File: src/sv/lmfe_pkg.sv
`timescale 1ns / 1ps

package lmfe_pkg;

  localparam int MAX_DATA_BYTES = 8;
  localparam int LEN_W = 4;
  localparam int STEP_W = 4;
  localparam int IDX_W = 3;

  localparam logic [2:0] CMD_READ = 3'd0;
  localparam logic [2:0] CMD_WRITE = 3'd1;
  localparam logic [2:0] CMD_RX_BYTE = 3'd2;
  localparam logic [2:0] CMD_TX_EMPTY = 3'd3;
  localparam logic [2:0] CMD_TICK = 3'd4;

  localparam logic [1:0] KIND_BREAK = 2'd0;
  localparam logic [1:0] KIND_TX = 2'd1;
  localparam logic [1:0] KIND_RX = 2'd2;
  localparam logic [1:0] KIND_STATUS = 2'd3;

  localparam logic [1:0] MODE_STATUS = 2'd0;
  localparam logic [1:0] MODE_READ = 2'd1;
  localparam logic [1:0] MODE_WRITE = 2'd2;
  localparam logic [1:0] MODE_RXDATA = 2'd3;

  localparam logic [7:0] SYNC_BYTE = 8'h55;
  localparam logic [15:0] TIMEOUT_RESET = 16'd255;

  typedef struct packed {
    logic accept;
    logic load;
    logic last;
    logic [STEP_W-1:0] step;
  } ctrl_cmd_t;

  typedef struct packed {
    logic [STEP_W-1:0] last_step;
  } dp_status_t;

  function automatic logic [7:0] wrap_add(input logic [7:0] s, input logic [7:0] b);
    logic [8:0] sum;
    sum = {1'b0, s} + {1'b0, b};
    return sum[7:0] + {7'd0, sum[8]};
  endfunction

  function automatic logic [7:0] make_pid(input logic [5:0] id);
    logic p0;
    logic p1;
    p0 = id[0] ^ id[1] ^ id[2] ^ id[4];
    p1 = ~(id[1] ^ id[3] ^ id[4] ^ id[5]);
    return {p1, p0, id};
  endfunction

endpackage

File: src/sv/lin_master_frame_engine_top.sv
`timescale 1ns / 1ps

// LIN master frame engine: each input beat is one command (start read, start write, received
// byte, transmit FIFO empty, tick) and yields one or more result beats, one per cycle unless
// out_ready stalls the output, the last marked by last. A write with eight data bytes yields
// twelve results and a status-only command one; the result sequencer handles one command at
// a time, and the next command is taken while the final result of the previous one still
// waits in the output register. Every result of a command carries the receiver and
// transmitter status after that command.

module lin_master_frame_engine_top import lmfe_pkg::*; (
  input  logic        clk,
  input  logic        rst,
  input  logic        cfg_wr_en,
  input  logic [15:0] cfg_wr_data,
  input  logic        in_valid,
  output logic        in_ready,
  input  logic [2:0]  command,
  input  logic [5:0]  frame_id,
  input  logic [3:0]  length,
  input  logic [7:0]  byte_in,
  input  logic [7:0]  data_0,
  input  logic [7:0]  data_1,
  input  logic [7:0]  data_2,
  input  logic [7:0]  data_3,
  input  logic [7:0]  data_4,
  input  logic [7:0]  data_5,
  input  logic [7:0]  data_6,
  input  logic [7:0]  data_7,
  output logic        out_valid,
  input  logic        out_ready,
  output logic [1:0]  kind,
  output logic [7:0]  byte_out,
  output logic [2:0]  byte_index,
  output logic        refused,
  output logic        rx_empty,
  output logic        rx_complete,
  output logic        rx_busy,
  output logic        checksum_error,
  output logic        timeout_error,
  output logic        tx_busy,
  output logic        last
);

  ctrl_cmd_t  cmd;
  dp_status_t dp_status;

  lmfe_ctrl u_ctrl (
    .clk       (clk),
    .rst       (rst),
    .in_valid  (in_valid),
    .in_ready  (in_ready),
    .out_valid (out_valid),
    .out_ready (out_ready),
    .dp_status (dp_status),
    .cmd       (cmd)
  );

  lmfe_datapath u_datapath (
    .clk            (clk),
    .rst            (rst),
    .cmd            (cmd),
    .dp_status      (dp_status),
    .cfg_wr_en      (cfg_wr_en),
    .cfg_wr_data    (cfg_wr_data),
    .command        (command),
    .frame_id       (frame_id),
    .length         (length),
    .byte_in        (byte_in),
    .data_0         (data_0),
    .data_1         (data_1),
    .data_2         (data_2),
    .data_3         (data_3),
    .data_4         (data_4),
    .data_5         (data_5),
    .data_6         (data_6),
    .data_7         (data_7),
    .kind           (kind),
    .byte_out       (byte_out),
    .byte_index     (byte_index),
    .refused        (refused),
    .rx_empty       (rx_empty),
    .rx_complete    (rx_complete),
    .rx_busy        (rx_busy),
    .checksum_error (checksum_error),
    .timeout_error  (timeout_error),
    .tx_busy        (tx_busy),
    .last           (last)
  );

endmodule

File: src/sv/lmfe_ctrl.sv
`timescale 1ns / 1ps

module lmfe_ctrl import lmfe_pkg::*; (
  input  logic       clk,
  input  logic       rst,
  input  logic       in_valid,
  output logic       in_ready,
  output logic       out_valid,
  input  logic       out_ready,
  input  dp_status_t dp_status,
  output ctrl_cmd_t  cmd
);

  localparam logic ST_IDLE = 1'b0;
  localparam logic ST_EMIT = 1'b1;

  logic state;
  logic state_next;
  logic [STEP_W-1:0] step;
  logic [STEP_W-1:0] step_next;
  logic out_valid_next;
  logic can_load;
  logic is_last;

  assign in_ready = (state == ST_IDLE);
  assign can_load = (state == ST_EMIT) && (!out_valid || out_ready);
  assign is_last = (step == dp_status.last_step);

  assign cmd.accept = in_valid && in_ready;
  assign cmd.load = can_load;
  assign cmd.last = is_last;
  assign cmd.step = step;

  always_comb begin
    state_next = state;
    step_next = step;
    out_valid_next = out_valid;
    if (out_ready) begin
      out_valid_next = 1'b0;
    end
    case (state)
      ST_IDLE: begin
        if (cmd.accept) begin
          state_next = ST_EMIT;
          step_next = '0;
        end
      end
      ST_EMIT: begin
        if (can_load) begin
          out_valid_next = 1'b1;
          if (is_last) begin
            state_next = ST_IDLE;
          end else begin
            step_next = step + 1'b1;
          end
        end
      end
      default: begin
        state_next = ST_IDLE;
      end
    endcase
  end

  always_ff @(posedge clk) begin
    if (rst) begin
      state <= ST_IDLE;
      step <= '0;
      out_valid <= 1'b0;
    end else begin
      state <= state_next;
      step <= step_next;
      out_valid <= out_valid_next;
    end
  end

endmodule

File: src/sv/lmfe_datapath.sv
`timescale 1ns / 1ps

module lmfe_datapath import lmfe_pkg::*; (
  input  logic        clk,
  input  logic        rst,
  input  ctrl_cmd_t   cmd,
  output dp_status_t  dp_status,
  input  logic        cfg_wr_en,
  input  logic [15:0] cfg_wr_data,
  input  logic [2:0]  command,
  input  logic [5:0]  frame_id,
  input  logic [3:0]  length,
  input  logic [7:0]  byte_in,
  input  logic [7:0]  data_0,
  input  logic [7:0]  data_1,
  input  logic [7:0]  data_2,
  input  logic [7:0]  data_3,
  input  logic [7:0]  data_4,
  input  logic [7:0]  data_5,
  input  logic [7:0]  data_6,
  input  logic [7:0]  data_7,
  output logic [1:0]  kind,
  output logic [7:0]  byte_out,
  output logic [2:0]  byte_index,
  output logic        refused,
  output logic        rx_empty,
  output logic        rx_complete,
  output logic        rx_busy,
  output logic        checksum_error,
  output logic        timeout_error,
  output logic        tx_busy,
  output logic        last
);

  logic [15:0] timeout_ticks;

  logic st_empty;
  logic st_complete;
  logic st_busy;
  logic st_sumerr;
  logic st_timeout;
  logic tx_pending;
  logic header_pending;
  logic [1:0] echo_phase;
  logic [LEN_W-1:0] rx_index;
  logic [LEN_W-1:0] frame_len;
  logic [7:0] running_sum;
  logic [15:0] timeout_left;

  logic [1:0] mode;
  logic [7:0] pid;
  logic [7:0] rx_byte;
  logic [IDX_W-1:0] rx_idx;
  logic [LEN_W-1:0] wlen;
  logic [7:0] wdata [MAX_DATA_BYTES];
  logic refused_q;
  logic [7:0] tx_sum;

  logic [LEN_W-1:0] len_clamped;
  logic [7:0] pid_in;
  logic req_ok;
  logic is_req;

  logic [1:0] slot_kind;
  logic [7:0] slot_byte;
  logic [IDX_W-1:0] slot_idx;
  logic slot_is_data;
  logic [STEP_W-1:0] data_pos;
  logic [IDX_W-1:0] data_sel;

  assign len_clamped = (length > LEN_W'(MAX_DATA_BYTES)) ? LEN_W'(MAX_DATA_BYTES) : length;
  assign pid_in = make_pid(frame_id);
  assign is_req = (command == CMD_READ) || (command == CMD_WRITE);
  assign req_ok = st_empty && !tx_pending && !header_pending;

  always_comb begin
    case (mode)
      MODE_READ:  dp_status.last_step = STEP_W'(2);
      MODE_WRITE: dp_status.last_step = STEP_W'(3) + STEP_W'(wlen);
      default:    dp_status.last_step = '0;
    endcase
  end

  assign data_pos = cmd.step - STEP_W'(3);
  assign data_sel = data_pos[IDX_W-1:0];

  always_comb begin
    slot_kind = KIND_STATUS;
    slot_byte = 8'd0;
    slot_idx = '0;
    slot_is_data = 1'b0;
    case (mode)
      MODE_READ, MODE_WRITE: begin
        if (cmd.step == STEP_W'(0)) begin
          slot_kind = KIND_BREAK;
        end else if (cmd.step == STEP_W'(1)) begin
          slot_kind = KIND_TX;
          slot_byte = SYNC_BYTE;
        end else if (cmd.step == STEP_W'(2)) begin
          slot_kind = KIND_TX;
          slot_byte = pid;
        end else if (data_pos < STEP_W'(wlen)) begin
          slot_kind = KIND_TX;
          slot_byte = wdata[data_sel];
          slot_is_data = 1'b1;
        end else begin
          slot_kind = KIND_TX;
          slot_byte = ~tx_sum;
        end
      end
      MODE_RXDATA: begin
        slot_kind = KIND_RX;
        slot_byte = rx_byte;
        slot_idx = rx_idx;
      end
      default: begin
        slot_kind = KIND_STATUS;
      end
    endcase
  end

  always_ff @(posedge clk) begin
    if (rst) begin
      timeout_ticks <= TIMEOUT_RESET;
    end else if (cfg_wr_en) begin
      timeout_ticks <= cfg_wr_data;
    end
  end

  always_ff @(posedge clk) begin
    if (rst) begin
      st_empty <= 1'b1;
      st_complete <= 1'b0;
      st_busy <= 1'b0;
      st_sumerr <= 1'b0;
      st_timeout <= 1'b0;
      tx_pending <= 1'b0;
      header_pending <= 1'b0;
      echo_phase <= '0;
      rx_index <= '0;
      frame_len <= '0;
      running_sum <= '0;
      timeout_left <= '0;
      mode <= MODE_STATUS;
    end else if (cmd.accept) begin
      mode <= MODE_STATUS;
      case (command)
        CMD_READ: begin
          if (req_ok) begin
            mode <= MODE_READ;
            running_sum <= pid_in;
            frame_len <= len_clamped;
            rx_index <= '0;
            echo_phase <= '0;
            st_empty <= 1'b0;
            st_complete <= 1'b0;
            st_busy <= 1'b1;
            timeout_left <= timeout_ticks;
            header_pending <= 1'b1;
          end
        end
        CMD_WRITE: begin
          if (req_ok) begin
            mode <= MODE_WRITE;
            header_pending <= 1'b1;
            tx_pending <= 1'b1;
          end
        end
        CMD_RX_BYTE: begin
          if (st_busy) begin
            if (echo_phase < 2'd2) begin
              echo_phase <= echo_phase + 1'b1;
            end else if (rx_index < frame_len) begin
              mode <= MODE_RXDATA;
              running_sum <= wrap_add(running_sum, byte_in);
              rx_index <= rx_index + 1'b1;
            end else if (~running_sum == byte_in) begin
              st_busy <= 1'b0;
              st_sumerr <= 1'b0;
              st_timeout <= 1'b0;
              st_complete <= 1'b1;
              st_empty <= 1'b1;
            end else begin
              st_busy <= 1'b0;
              st_complete <= 1'b0;
              st_empty <= 1'b1;
              st_sumerr <= 1'b1;
            end
          end
        end
        CMD_TX_EMPTY: begin
          header_pending <= 1'b0;
          tx_pending <= 1'b0;
        end
        CMD_TICK: begin
          if (st_busy) begin
            if (timeout_left <= 16'd1) begin
              timeout_left <= '0;
              st_busy <= 1'b0;
              st_complete <= 1'b0;
              st_empty <= 1'b1;
              st_timeout <= 1'b1;
            end else begin
              timeout_left <= timeout_left - 1'b1;
            end
          end
        end
        default: begin
          mode <= MODE_STATUS;
        end
      endcase
    end
  end

  always_ff @(posedge clk) begin
    if (cmd.accept) begin
      pid <= pid_in;
      tx_sum <= pid_in;
      rx_byte <= byte_in;
      rx_idx <= rx_index[IDX_W-1:0];
      wlen <= len_clamped;
      refused_q <= is_req && !req_ok;
      wdata[0] <= data_0;
      wdata[1] <= data_1;
      wdata[2] <= data_2;
      wdata[3] <= data_3;
      wdata[4] <= data_4;
      wdata[5] <= data_5;
      wdata[6] <= data_6;
      wdata[7] <= data_7;
    end else if (cmd.load && slot_is_data) begin
      tx_sum <= wrap_add(tx_sum, slot_byte);
    end
  end

  always_ff @(posedge clk) begin
    if (cmd.load) begin
      kind <= slot_kind;
      byte_out <= slot_byte;
      byte_index <= slot_idx;
      refused <= refused_q;
      rx_empty <= st_empty;
      rx_complete <= st_complete;
      rx_busy <= st_busy;
      checksum_error <= st_sumerr;
      timeout_error <= st_timeout;
      tx_busy <= tx_pending;
      last <= cmd.last;
    end
  end

endmodule
File: config.mk
export PLATFORM = sky130hd
export DESIGN_NAME = lin_master_frame_engine_top
export DESIGN_NICKNAME = d
export VERILOG_FILES = /design/src/sv/lmfe_pkg.sv /design/src/sv/lin_master_frame_engine_top.sv /design/src/sv/lmfe_ctrl.sv /design/src/sv/lmfe_datapath.sv
export SDC_FILE = /design/constraint.sdc
export NUM_CORES = 1
export LEC_CHECK = 0
export ABC_AREA = 1
export BUFFER_PORTS_ARGS = -buffer_cell sky130_fd_sc_hd__buf_2
export CELL_PAD_IN_SITES_DETAIL_PLACEMENT = 1
export CELL_PAD_IN_SITES_GLOBAL_PLACEMENT = 1
export CORE_ASPECT_RATIO = 0.6
export CORE_MARGIN = 3
export CORE_UTILIZATION = 41
export CTS_BUF_LIST = sky130_fd_sc_hd__clkbuf_8
export DETAILED_ROUTE_END_ITERATION = 8
export GPL_TIMING_DRIVEN = 0
export HOLD_SLACK_MARGIN = 0.06
export PLACE_DENSITY_LB_ADDON = 0.05
export SLEW_MARGIN = 40
export SYNTH_ARGS = -nofsm -noshare
export SYNTH_HDL_FRONTEND = slang
export SYNTH_SLANG_ARGS = --single-unit
File: constraint.sdc
create_clock -name clk -period 4.7 [get_ports clk]
set_clock_uncertainty 0.15 [all_clocks]
set_input_delay 0.235 -clock clk [delete_from_list [all_inputs] [get_ports clk]]
set_output_delay 0.235 -clock clk [all_outputs]
set_load 0.1 [all_outputs]
== After elaboration in Yosys (flattened, before gate mapping) ==
Memories as Yosys holds them, arrays and structs flattened.
Cells that the tools add are included.

* Register bits: 118
* Bits in writable memories: 64
* Input port bits: 106
* Logic and storage cells: 202
* Memories: 1

{| class="wikitable"
|+ Memories
! name !! words !! width !! read ports !! clocked after memory_dff !! write ports !! RTL line !! RTL
|-
| u_datapath.wdata || 8 || 8 || 1 || 0 || 8 || lmfe_datapath.sv:55 || <nowiki>logic [7:0] wdata [MAX_DATA_BYTES];</nowiki>
|}

* Add/sub/neg operators: 10
* Order comparisons: 5
* Equality and inequality tests: 25
* Mux-type cells: 81
* Bitwise operators: 12
* Reductions and logical operators: 34

{| class="wikitable"
|+ Operator list
! cell !! number
|-
| 8-bit two-way mux || 10
|-
| 16-bit two-way mux || 3
|-
| 1-bit two-way mux || 37
|-
| 4-bit two-way mux || 8
|-
| 16-bit case mux with 2 select lines || 1
|-
| 8-bit case mux with 2 select lines || 2
|-
| 4-bit case mux with 2 select lines || 3
|-
| 8-bit by 8-bit adder with 9-bit output || 2
|-
| 2-bit by 1-bit inequality test with 1-bit output, second input constant || 9
|-
| 8-bit by 1-bit adder with 8-bit output || 2
|-
| 16-bit by 1-bit less-or-equal comparator with 1-bit output, second input constant || 1
|-
| 8-bit inverter || 2
|-
| 8-bit AND reduction || 2
|-
| 16-bit by 1-bit subtractor with 16-bit output, second input constant || 1
|-
| 3-bit AND reduction || 5
|-
| 2-bit two-way mux || 7
|-
| 2-bit nonzero test || 6
|-
| 2-bit inequality test, second input constant || 5
|-
| 5-bit AND reduction || 2
|-
| 1-bit case mux with 3 select lines || 3
|-
| 4-bit by 1-bit adder with 4-bit output, second input constant || 2
|-
| 8-bit == test || 1
|-
| 4-bit < comparator || 2
|-
| 1-bit case mux with 2 select lines || 4
|-
| other kinds (26) || 47
|}

== Depth between registers and ports, before layout ==
Gate-level depths: netlist (run 1).

* Depth after elaboration: 11
* Depth in mapped cells: 34
* Gate-level depth less buffers: 33

== By module ==
From an unflattened synthesis (run 1), not the netlist that was laid out.

* Cell total of the unflattened synthesis: 1040
* Area total of the unflattened synthesis: 9158.8 um^2

{| class="wikitable"
|+ Modules (own cells, without submodules)
! module !! times used !! cells each !! area an instance (um^2)
|-
| lmfe_datapath || 1 || 975 || 8750.9
|-
| lmfe_ctrl || 1 || 65 || 407.9
|}

== Worst setup path before layout (run 1) ==
Ideal clock, no wire load.

* Path type: reg2reg
* From: reg u_ctrl.step[0]
* To: reg u_datapath.tx_sum[6], data pin
* Setup time: 0.262 ns
* Arrival: 4.485 ns
* Required time: 4.288 ns
* Path slack: -0.196 ns
* Cell stages (with the launch flop): 35
* Period minus slack after synthesis: 4.896 ns
* Path through: dfxtp_1 > buf_2 > clkinv_1 > clkbuf_1 > ha_1 > ha_1 > a21o_1 > nand3_1 > nand2_1 > inv_1 > nand3_1 > nand2_1 > nand3_1 > nand2_1 > a21oi_1 > ha_1 > fa_1 > nand3_1 > nand2_1 > nand2_1 > nand2_1 > nand2_1 > nand2_1 > a21oi_1 > o21bai_1 > ha_1 > ha_1 > inv_1 > nor2_1 > nand2_1 > nor2_1 > nand2_1 > xor2_1 > nand2_1 > nand2_1

* Word-level cells in the longest chain between the ends: 11

{| class="wikitable"
|+ RTL lines
! what !! RTL line !! RTL
|-
| start, declared || lmfe_ctrl.sv:19 || <nowiki>logic [STEP_W-1:0] step;</nowiki>
|-
| start signal, assigned || lmfe_ctrl.sv:71 || <nowiki>step <= step_next;</nowiki>
|-
| 4-bit by 2-bit subtractor with 4-bit output || lmfe_datapath.sv:84 || <nowiki>assign data_pos = cmd.step - STEP_W'(3);</nowiki>
|-
| memory read 8 x 8 bit / 4-bit < comparator (equally long branches) || -- ||
|-
| 8-bit two-way mux || lmfe_datapath.sv:102 || <nowiki>end else if (data_pos < STEP_W'(wlen)) begin</nowiki>
|-
| 8-bit two-way mux || lmfe_datapath.sv:99 || <nowiki>end else if (cmd.step == STEP_W'(2)) begin</nowiki>
|-
| 8-bit two-way mux || lmfe_datapath.sv:96 || <nowiki>end else if (cmd.step == STEP_W'(1)) begin</nowiki>
|-
| 8-bit two-way mux * || lmfe_datapath.sv:94 || <nowiki>if (cmd.step == STEP_W'(0)) begin</nowiki>
|-
| 8-bit case mux with 2 select lines * || lmfe_datapath.sv:92 || <nowiki>case (mode)</nowiki>
|-
| net u_datapath.slot_byte[0] || lmfe_datapath.sv:65 || <nowiki>logic [7:0] slot_byte;</nowiki>
|-
| 8-bit by 8-bit adder with 9-bit output * || lmfe_pkg.sv:42 || <nowiki>sum = {1'b0, s} + {1'b0, b};</nowiki>
|-
| 8-bit by 1-bit adder with 8-bit output * || lmfe_pkg.sv:43 || <nowiki>return sum[7:0] + {7'd0, sum[8]};</nowiki>
|-
| 8-bit two-way mux * || lmfe_datapath.sv:231 || <nowiki>end else if (cmd.load && slot_is_data) begin</nowiki>
|-
| 8-bit two-way mux * || lmfe_datapath.sv:216 || <nowiki>if (cmd.accept) begin</nowiki>
|-
| end signal, assigned || lmfe_datapath.sv:218 || <nowiki>tx_sum <= pid_in;</nowiki>
|-
| end signal, assigned || lmfe_datapath.sv:232 || <nowiki>tx_sum <= wrap_add(tx_sum, slot_byte);</nowiki>
|-
| end, declared || lmfe_datapath.sv:57 || <nowiki>logic [7:0] tx_sum;</nowiki>
|}

Mark *: on every way through the listed nets, which the timed path passes. The rest lies on a longest branch. The select of a mux whose other input is x is not followed.
A chain may end at the register's enable or synchronous reset.

== Worst setup path in the final report (run 1) ==
Ends and elaborated chain as after synthesis.

==> results of run 1 <==
-- cells by family after synthesis --
group	share of synthesized area, %
and+or+nand+nor	22.0
DFF	53.0
AOI/OAI and AO/OA	11.0
buffers and inverters	5.83
adders and majority gates	5.67
xor gates and xnor gates	2.49
-- per-stage QoR --
step	hold slack (ns)	setup WS [ns]
after global routing	0.106	-0.201
after detailed placement	0.257	-1.26
after floorplan	0.184	0.0406
after global placement	0.255	-1.09
final	0.0966	0.0392
after CTS	0.0821	0.00138
-- synth_stat cells (all sizes together) (5+ instances only) --
cell / n
a21oi: 57
a31oi: 17
buf: 15
clkbuf: 22
dfxtp: 65
edfxtp: 117
ha: 38
inv: 91
nand2: 252
nand3: 92
nand3b: 5
nand4: 11
nor2: 92
o211ai: 6
o21ai: 68
o221ai: 7
xnor2: 9
xor2: 16
-- worst reg2reg max path: cells and delay by family, from the launching register on --
family	cells	cell delay (ns)
buffers and inverters	8	0.96
and+or+nand+nor	14	1.25
xor gates and xnor gates	1	0.14
DFF	1	0.35
AOI/OAI and AO/OA	6	0.58
adders and majority gates	4	1.02
-- power by group --
group	internal (W)	switching, W
combinational	0.000233	0.000407
sequential	0.00181	0.0000502
clock	0.000597	0.000662
total	0.00264	0.00112
-- routing by layer --
metal,up-vias,global-route usage (%),wire length (um)
met2,228,43.3,15400
met3,43,4.86,1690
li1,4059,-,-
met5,-,0,13
met1,4221,37.6,15200
met4,2,6.71,550
-- worst max path at each step --
stage              startpoint                    to  slack [ns]  cells after the start
3_5_place_dp   u_ctrl.step[0]  u_datapath.tx_sum[6]       -1.26                     32
3_3_place_gp   u_ctrl.step[0]  u_datapath.tx_sum[6]       -1.09                     32
6_report       u_ctrl.step[0]  u_datapath.tx_sum[6]        0.04                     33
5_1_grt        u_ctrl.step[0]  u_datapath.tx_sum[6]       -0.20                     33
4_1_cts        u_ctrl.step[0]  u_datapath.tx_sum[6]       0.001                     33
2_1_floorplan  u_ctrl.step[0]  u_datapath.tx_sum[6]        0.04                     34
-- registers in the layout (all words and copies together), names as in the netlist, 2 cells and up --
| name | flops |
|---|---|
| u_ctrl.step | 4 |
| u_datapath.byte_index | 3 |
| u_datapath.byte_out | 8 |
| u_datapath.echo_phase | 2 |
| u_datapath.frame_len | 4 |
| u_datapath.kind | 2 |
| u_datapath.mode | 2 |
| u_datapath.pid | 8 |
| u_datapath.running_sum | 8 |
| u_datapath.rx_byte | 8 |
| u_datapath.rx_idx | 3 |
| u_datapath.rx_index | 4 |
| u_datapath.timeout_left | 16 |
| u_datapath.timeout_ticks | 16 |
| u_datapath.tx_sum | 8 |
| u_datapath.wdata | 64 |
| u_datapath.wlen | 4 |
-- timing repair --
action                     CTS  global route
buffers inserted            22            20
gates cloned                 1             0
pin swaps                   19            39
setup endpoints to repair    8             6
gates resized for setup     48            49
hold buffers               111             0
hold endpoints to repair   118             0
-- cell type report --
cell class              instances  area (um2)
flip-flops and latches        182        4820
repair buffers                283        2120
clock buffers                  17         234
plain buffers                  37         251
multi-input cells             702        4050
inverters                      93         383
fillers                      2440        8970
well taps                     279         349
clock inverters                15         219
==> results by stage, run 1 <==
Placement:
- The number of I/O port buffers is between 100 and 150.
- Routability-driven placement finished with a final weighted congestion of ~0.87.
- The cell area reported after detailed placement is ~0.010 mm2.
- After detailed placement, the design holds a cell count of 1,422.
- The post-DP HPWL is around 21 mm.

Cells and area:
- The summed area of non-filler cells in the final layout is 0.0124 mm2.
- Excluding fillers, the count of instances in the completed layout stands at 1,608.
- The layout-stage area growth over the synthesis result is 36.7%.
- The net count of the finished layout is 1,462.
- The fraction of the core area covered by cells at the end of the flow is between 50% and 60%.
- The post-route netlist has a little under a quarter of its cells at a drive strength greater than 1.
- Leaving out fill and tap cells, the most frequent cells in the layout are nand2_1, buf_2, edfxtp_1.
- The most common cell after layout, fill and taps aside is nand2_1.
- The repair_antennas step left the layout with diodes totalling 0.

Synthesis:
- The synthesized design contains between 150 and 200 register bits.
- Of all cell types, the one taking the most synthesized area is edfxtp_1.
- The share of Yosys cell area claimed by the top area cell type is around two fifths.
- The netlist area before placement is 0.00908 mm2.
- Of the synthesized area, sequential elements account for between 50% and 60%.
- Dividing the synthesized area by the synthesized cell count gives about 9.0 um2.
- The share of async-settable or async-resettable flops after synthesis is 0%.
- The count of mapped cells out of synthesis is 1,014.
- The number of enable-type register cells in the synthesized netlist is approximately 120.
- When the netlist entered floorplanning its net count stood at between 1,000 and 1,500.
- Ranked by total cell area, the synthesized netlist is headed by edfxtp_1, dfxtp_1, nand2_1.
- The post-synthesis cell type count is between 40 and 50.
- During synthesis, Yosys emitted a total of 0 warnings.
- In the synthesized netlist the dominant register cell turns out to be edfxtp_1.

Worst setup path:
- The startpoint of the worst register-to-register path is u_ctrl.step[0].
- The number of cells on the worst reg-to-reg path is 33.
- The endpoint kind of the worst setup timing path is a flop.
- The kind of cell with the highest combined delay along the critical path is simple AND/OR/NAND/NOR gates.
- The worst setup path is launched from a flop.
- The critical-path maximum fanout is 4.
- Across all register-to-register paths, the minimum setup slack is just under 0.04 ns.
- The worst endpoint data arrival time is 4.78 ns.
- In this design, the stage delay of the slowest critical-path cell is 0.35 ns.
- The number of buffers and inverters on the critical path is 8.
- The worst setup path category is flop to flop.
- For this design, the slowest cell found on the critical path is dfxtp_2.
- Among the stages of the critical path, the cell type that occurs most often is nand2_2.
- The required time of the critical path is ~4.8 ns.
- In this run the critical register-to-register path is captured at u_datapath.tx_sum[6].

STA:
- Measured against its own limit, the worst slew margin works out to 47.1%.
- The final hold violation count was 0.
- Timing would allow up to 215 MHz.
- For the pin with the worst max-slew slack, the measured transition is between 0.7 and 0.8 ns.
- Of the available clock period, the critical path in the final layout requires between 90% and 100%.
- Setup repair after global routing could not meet its margin everywhere.
- The sum of negative setup slack is 0 ns.
- The setup-violating endpoint count in the final report is 0.
- The max-slew violation count is 0.
- For the finished layout, the period the worst path requires is 4.66 ns.

Clock tree:
- Counting along the longest clock path gives a buffer depth of 2.
- Clock-pin slew was measured on the worst setup and hold paths at ~0.11 ns.
- The CTS tree is done.
- The H-tree generated during clock tree synthesis spans 4 levels.
- The total clock buffers created by CTS is 17.
- The total clock sinks is 182.
- The root buffer cell chosen for the clock tree is clkbuf_8.
- The later pin in the worst-skew pair is clocked with a latency of 0.50 ns.

Min path:
- The source of the worst hold timing path is command[0].
- The worst hold path passes through 5 cells.
- The worst hold path terminates at u_datapath.timeout_left[13].
- The min-delay analysis places its worst path in the category input port to flop.

GRT:
- The first-pass GRT wire length is around 49 mm.
- Entering global routing, the biggest net connects 41 pins.
- The via count of the first global-routing pass is just under 9,000.
- The overall global routing resource usage is a little over a quarter.
- Global routing finished with a remaining overflow of 0.
- The number of antenna violations at the first check in global routing came to 1.

Floorplanning:
- The die area is 0.0240 mm2.
- For this configuration, the core starts out at a cell density of roughly 42%.
- Measured along the y axis, the die boundary spans ~120 um.
- The number of placed I/O pins is around 130.
- In this run the standard cell core region covers between 0.02 and 0.025 mm2.
- The die is roughly 200 um wide.
- In this run the core area contains 41 standard-cell rows.

Routing:
- The count of vias placed by the detailed router is 8,553.
- The violation count after the first detailed-route iteration is a little under 600.
- The first TritonRoute pass finished after 5 iterations.
- The number of nets with antenna violations after detailed routing is 0.
- After detailed routing, the total wire length is between 30 and 40 mm.
- The mean routed wirelength per cell is 20.4 um.
- Dividing the detail-routed via count by the number of cells gives between 5 and 6.
- The remaining routing DRC violations is 0.

Pwr:
- The worst ir drop on vdd is about 0.00018 V.
- In this run the static leakage power is about 5.3 nW.
- The total power divided by cell area is just over 300 mW/mm2.
- The design draws ~0.0038 W.

Run:
- The tool flagged a number of max-cap violations equal to 0.

Run status:
- The flow ran to the end, and the final reports show no timing, DRC or antenna violations.
Note: power is estimated with default switching activity, not from simulation.
==> inputs of run 2 (changes only) <==
--- a/config.mk
+++ b/config.mk
@@ -17,7 +17,8 @@
 export GPL_TIMING_DRIVEN = 0
 export HOLD_SLACK_MARGIN = 0.06
-export PLACE_DENSITY_LB_ADDON = 0.05
+export PLACE_DENSITY = 0.83
 export SLEW_MARGIN = 40
 export SYNTH_ARGS = -nofsm -noshare
 export SYNTH_HDL_FRONTEND = slang
+export SYNTH_HIERARCHICAL = 1
 export SYNTH_SLANG_ARGS = --single-unit
==> constraint.sdc (replaced) <==
create_clock -name clk -period 4.7 [get_ports clk]
set_clock_uncertainty 0.15 [all_clocks]
set_input_delay 0.47 -clock clk [delete_from_list [all_inputs] [get_ports clk]]
set_output_delay 0.47 -clock clk [all_outputs]
set_load 0.1 [all_outputs]
==> run 2 against run 1 <==
Against the previous run: sequential cell count unchanged; worst setup slack got worse by 0.31 ns; largest cell class unchanged; first-iteration DRC count increased by 100%; final area decreased by 1.9%; the flow now finishes with violations (negative setup slack); cell count unchanged; non-clock buffer count decreased by 30; critical path depth unchanged; clock power decreased by 12%; synthesized cell count increased by 2.6%; sequential share of layout area increased by 0.76 points; die area increased by 0.79%.
==> results by stage, run 2 <==
Run status:
- The run finished, with violations left.
- The final reports fail on negative setup slack.

STA:
- The upper clock frequency limit is 201 MHz (-6.2%).
- The shortest clock period the worst path allows after layout is 4.97 ns (+0.308 ns).
- Setup repair after global routing could not meet its margin everywhere.
- The final worst setup slack is -0.269 ns (-0.308 ns).
- The worst hold margin came to 0.0351 ns (-0.0615 ns).
- The remaining max-slew budget at the tightest pin is 36.3% (-11 points).
- The max-slew violation count came to 0 (unchanged).
- The pin slew with the least headroom to its limit was 0.956 ns (+0.167 ns).
- The share of the clock period used by the worst path after layout is 106% (+6.6 points).
- The setup-violating endpoint count in the final report is 6 (+6).
- The final hold violation count is 0 (unchanged).
- The sum of negative setup slack is -1.29 ns (-1.29 ns).

Cells and area:
- The register containing the most flip-flops in the final layout is u_datapath/wdata.
- The count of filler cells inserted in the layout was 2,501 (+2.5%).
- The fraction of layout cells with a size suffix above 1 is 23.5% (+0.64 points).
- The flip-flop count of the largest register, all copies and words added is 64 (unchanged).
- In the layout the commonest cells are nand2_1, buf_2, edfxtp_1.
- The net count of the finished layout came to 1,461 (-0.068%).
- The count of placed standard cells in the final layout, fillers left out is 1,608 (unchanged).
- The library cell used most frequently in the layout, excluding fill and tap cells, is nand2_1.
- From synthesis to final layout, the design area changed by 33.0%.
- In the final layout, the registers with the most flip-flops are u_datapath/wdata: 64 flops, u_datapath/timeout_left: 16 flops, u_datapath/timeout_ticks: 16 flops.
- The fraction of the core area covered by cells at the end of the flow is 56.8% (-1.2 points).

Placement:
- The post-DP HPWL is 23.2 mm (+11%).
- The number of cells in the design after placement is 1,451 (+2.0%).
- The number of I/O port buffers came to 128 (+0.79%).
- The routability congestion estimate from global placement is 0.850 (-2.8%).

Worst setup path:
- The reg2reg setup slack is -0.27 ns (-0.31 ns).
- The delay of the slowest critical-path stage is 0.37 ns (+0.02 ns).
- In this design, the critical path's most frequently occurring cell is nand2_2.
- The worst setup path category is flop to flop.
- The cell depth of the worst flop-to-flop path came to 33 (unchanged).
- The startpoint identified for the worst register-to-register timing path is u_ctrl/step[0].
- The number of buffers and inverters on the critical path is 4 (-4).
- The critical-path maximum fanout is 4 (unchanged).
- The worst setup path is captured at a flop.
- Broken down by cell family, the worst path's largest delay share belongs to simple AND/OR/NAND/NOR gates.
- In this run the critical register-to-register path is captured at u_datapath/tx_sum[7].
- The worst endpoint data arrival time is 5.09 ns (+0.31 ns).
- The cell at the slowest stage of the critical path is dfxtp_4.
- The sort of element at the start of the critical path is a flop.
- The required time of the critical path is 4.82 ns (about the same).

Min path:
- The instance count along the most critical hold path is 3 (-2).
- The class of the worst hold path is input port to flop.
- The worst hold path endpoint is u_datapath/timeout_ticks[8].
- In this run the most critical hold path is launched from cfg_wr_data[8].

GRT:
- The aggregate global routing overflow is 0 (unchanged).
- The maximum number of pins on one net before global-route repair is 26 (-37%).
- The overall global routing resource usage is 30.9% (+4.1 points).
- The first-pass GRT wire length is 55.5 mm (+13%).
- The via count of the first global-routing pass is 9,513 (+7.2%).
- The number of antenna violations at the first check in global routing is 2 (+1).

Clock tree:
- The maximum level of the CTS H-tree is 4 (unchanged).
- In this run the clock root is driven by a clkbuf_8.
- The deepest clock path buffer count is 2 (unchanged).
- The total clock sinks is 182 (unchanged).
- The clock input transition at the sequential cells of the worst setup and hold paths is 0.12 ns (about the same).
- The total clock buffers created by CTS is 17 (unchanged).
- The CTS tree is done.
- The later-pin clock latency in the skew report is 0.53 ns (+0.03 ns).

Pwr:
- The cell internal power dissipation is 0.00248 W (-6.1%).
- The net switching share of the total power came to 32.9% (+3.2 points).
- The reported net switching power is 0.00122 W (+8.7%).
- The sequential power share was 50.3% (+0.8 points).
- The leakage power figure is 5.20 nW (-1.6%).
- The power share of the clock group is 30.1% (-3.4 points).
- The total power divided by cell area came to 303 mW/mm2 (+0.22%).
- The worst ir drop on vdd is 0.000187 V (+1.1%).
- The combinational power share is 19.5% (+2.5 points).

Synthesis:
- The mean instance size in the synthesized netlist is 8.81 um2 (-1.7%).
- The post-synthesis cell type count is 46 (-6.1%).
- The netlist area before placement is 0.00916 mm2 (+0.83%).
- The sequential share of the synthesized area was 52.6% (-0.43 points).
- The library cell with the highest instance count after synthesis is nand2_1.
- Of all cell types, the one taking the most synthesized area is edfxtp_1.
- The share of Yosys cell area claimed by the top area cell type is 38.4% (-0.32 points).
- The count of synthesis-stage warnings from yosys is 6 (+6).
- The count of mapped cells out of synthesis is 1,040 (+2.6%).
- The number of register bits inferred by synthesis is 182 (unchanged).
- In the post-synthesis netlist, the biggest area contributors are edfxtp_1, dfxtp_1, nand2_1.
- The number of enable-type register cells in the synthesized netlist is 117 (unchanged).
- By count the netlist is led by nand2_1, edfxtp_1, nor2_1.
- The post-synthesis net count is 1,187 (+2.3%).
- The share of async-settable or async-resettable flops after synthesis came to 0% (unchanged).
- The most frequently used flop master after synthesis is edfxtp_1.

Routing:
- The number of nets with antenna violations after detailed routing is 0 (unchanged).
- The count of vias placed by the detailed router is 9,671 (+13%).
- The remaining routing DRC violations is 0 (unchanged).
- The total length of routed wires is 41.6 mm (+27%).
- The ratio of routed vias to standard cells is 6.01 (+13%).
- The violation count after the first detailed-route iteration is 1,174 (+100%).
- The mean routed wirelength per cell is 25.9 um (+27%).
- The total iterations of the first detailed-routing run is 6 (+1).

Run:
- The count of max-cap constraint violations is 0 (unchanged).

Floorplanning:
- The number of core rows is 41 (unchanged).
- The die area is 0.0242 mm2 (+0.79%).
- The effective utilization at floorplan is 42.7% (+0.25 points).
- The height of the chip came to 122 um (+0.39%).
- The area of the placeable core is 0.0214 mm2 (+0.24%).
- The die extent in x is 199 um (+0.40%).
- The number of placed I/O pins is 129 (unchanged).
-- run 2: power groups by stage --
stage	clock, W	sequential, W	combinational (W)
final	0.00111	0.00186	0.000721
after global routing	0.00117	0.00186	0.000757
after CTS	0.00107	0.00184	0.000622
after detailed placement	0	0.00188	0.000537
after global placement	0	0.00188	0.000495
after floorplan	0	0.00192	0.000296
-- run 2: stage by stage --
| step | setup WS (ns) | cell area (um2) | total power, W |
|---|---|---|---|
| 5_1_grt | -0.405 | 12200 | 0.00379 |
| 6_report | -0.269 | 12200 | 0.00369 |
| 3_5_place_dp | -1.25 | 10200 | 0.00242 |
| 4_1_cts | -0.0414 | 11900 | 0.00353 |
| 3_3_place_gp | -0.955 | 10200 | 0.00237 |
| 2_1_floorplan | 0.119 | 9160 | 0.00221 |
-- run 2: how the worst max path moves through the flow --
stage	slack, ns	start	depth (start not counted)	endpoint
3_3_place_gp	-0.95	u_ctrl/step[0]	33	u_datapath/tx_sum[6]
5_1_grt	-0.40	u_ctrl/step[0]	32	u_datapath/tx_sum[3]
4_1_cts	-0.04	u_ctrl/step[0]	34	u_datapath/tx_sum[6]
2_1_floorplan	0.12	u_ctrl/step[0]	33	u_datapath/tx_sum[6]
3_5_place_dp	-1.25	u_ctrl/step[0]	32	u_datapath/tx_sum[6]
6_report	-0.27	u_ctrl/step[0]	33	u_datapath/tx_sum[7]
-- run 2: repair_timing --
| action | CTS | global route |
|---|---|---|
| hold buffers | 87 | 0 |
| hold endpoints to repair | 87 | 0 |
| setup endpoints to repair | 8 | 7 |
| buffers inserted | 24 | 12 |
| resized for setup | 52 | 58 |
| pin swaps | 26 | 39 |
-- run 2: kinds of logic (layout without fill, tap and decap cells) --
logic type	Yosys count	in the layout	synth area share, %
buffers and inverters	132	419	5.76
other	0	2	0
flip-flops	182	182	52.6
adder cells (fa/ha/maj)	41	41	5.77
XOR/XNOR	28	28	2.76
AO/OA/AOI/OAI	174	174	10.5
AND/OR/NAND/NOR	483	483	22.7
-- run 2: layout make-up --
class	count	area (um2)	share of cell area [%]
Multi-Input combinational cell	726	4130	33.9
Buffer	35	251	2.06
Clock inverter	15	125	1.03
Timing Repair Buffer	255	1880	15.5
Clock buffer	17	234	1.92
Sequential cell	182	4820	39.6
Antenna cell	2	5.00	0.0411
Tap cell	279	349	2.87
Inverter	97	385	3.16
-- run 2: worst register-to-register path, delay by kind of cell (launching register included) --
kind,cells,cell delay (ns)
and+or+nand+nor,20,2.07
xor gates and xnor gates,1,0.20
adders and majority gates,3,0.88
buffers and inverters,4,0.42
DFF,1,0.37
AOI/OAI and AO/OA,5,0.61
-- run 2: routing by layer --
| layer | track usage, % | routed length (um) |
|---|---|---|
| met4 | 12.3 | 2300 |
| met1 | 40.9 | 16200 |
| met3 | 7.27 | 4250 |
| met5 | 0 | 0 |
| met2 | 49.4 | 18800 |
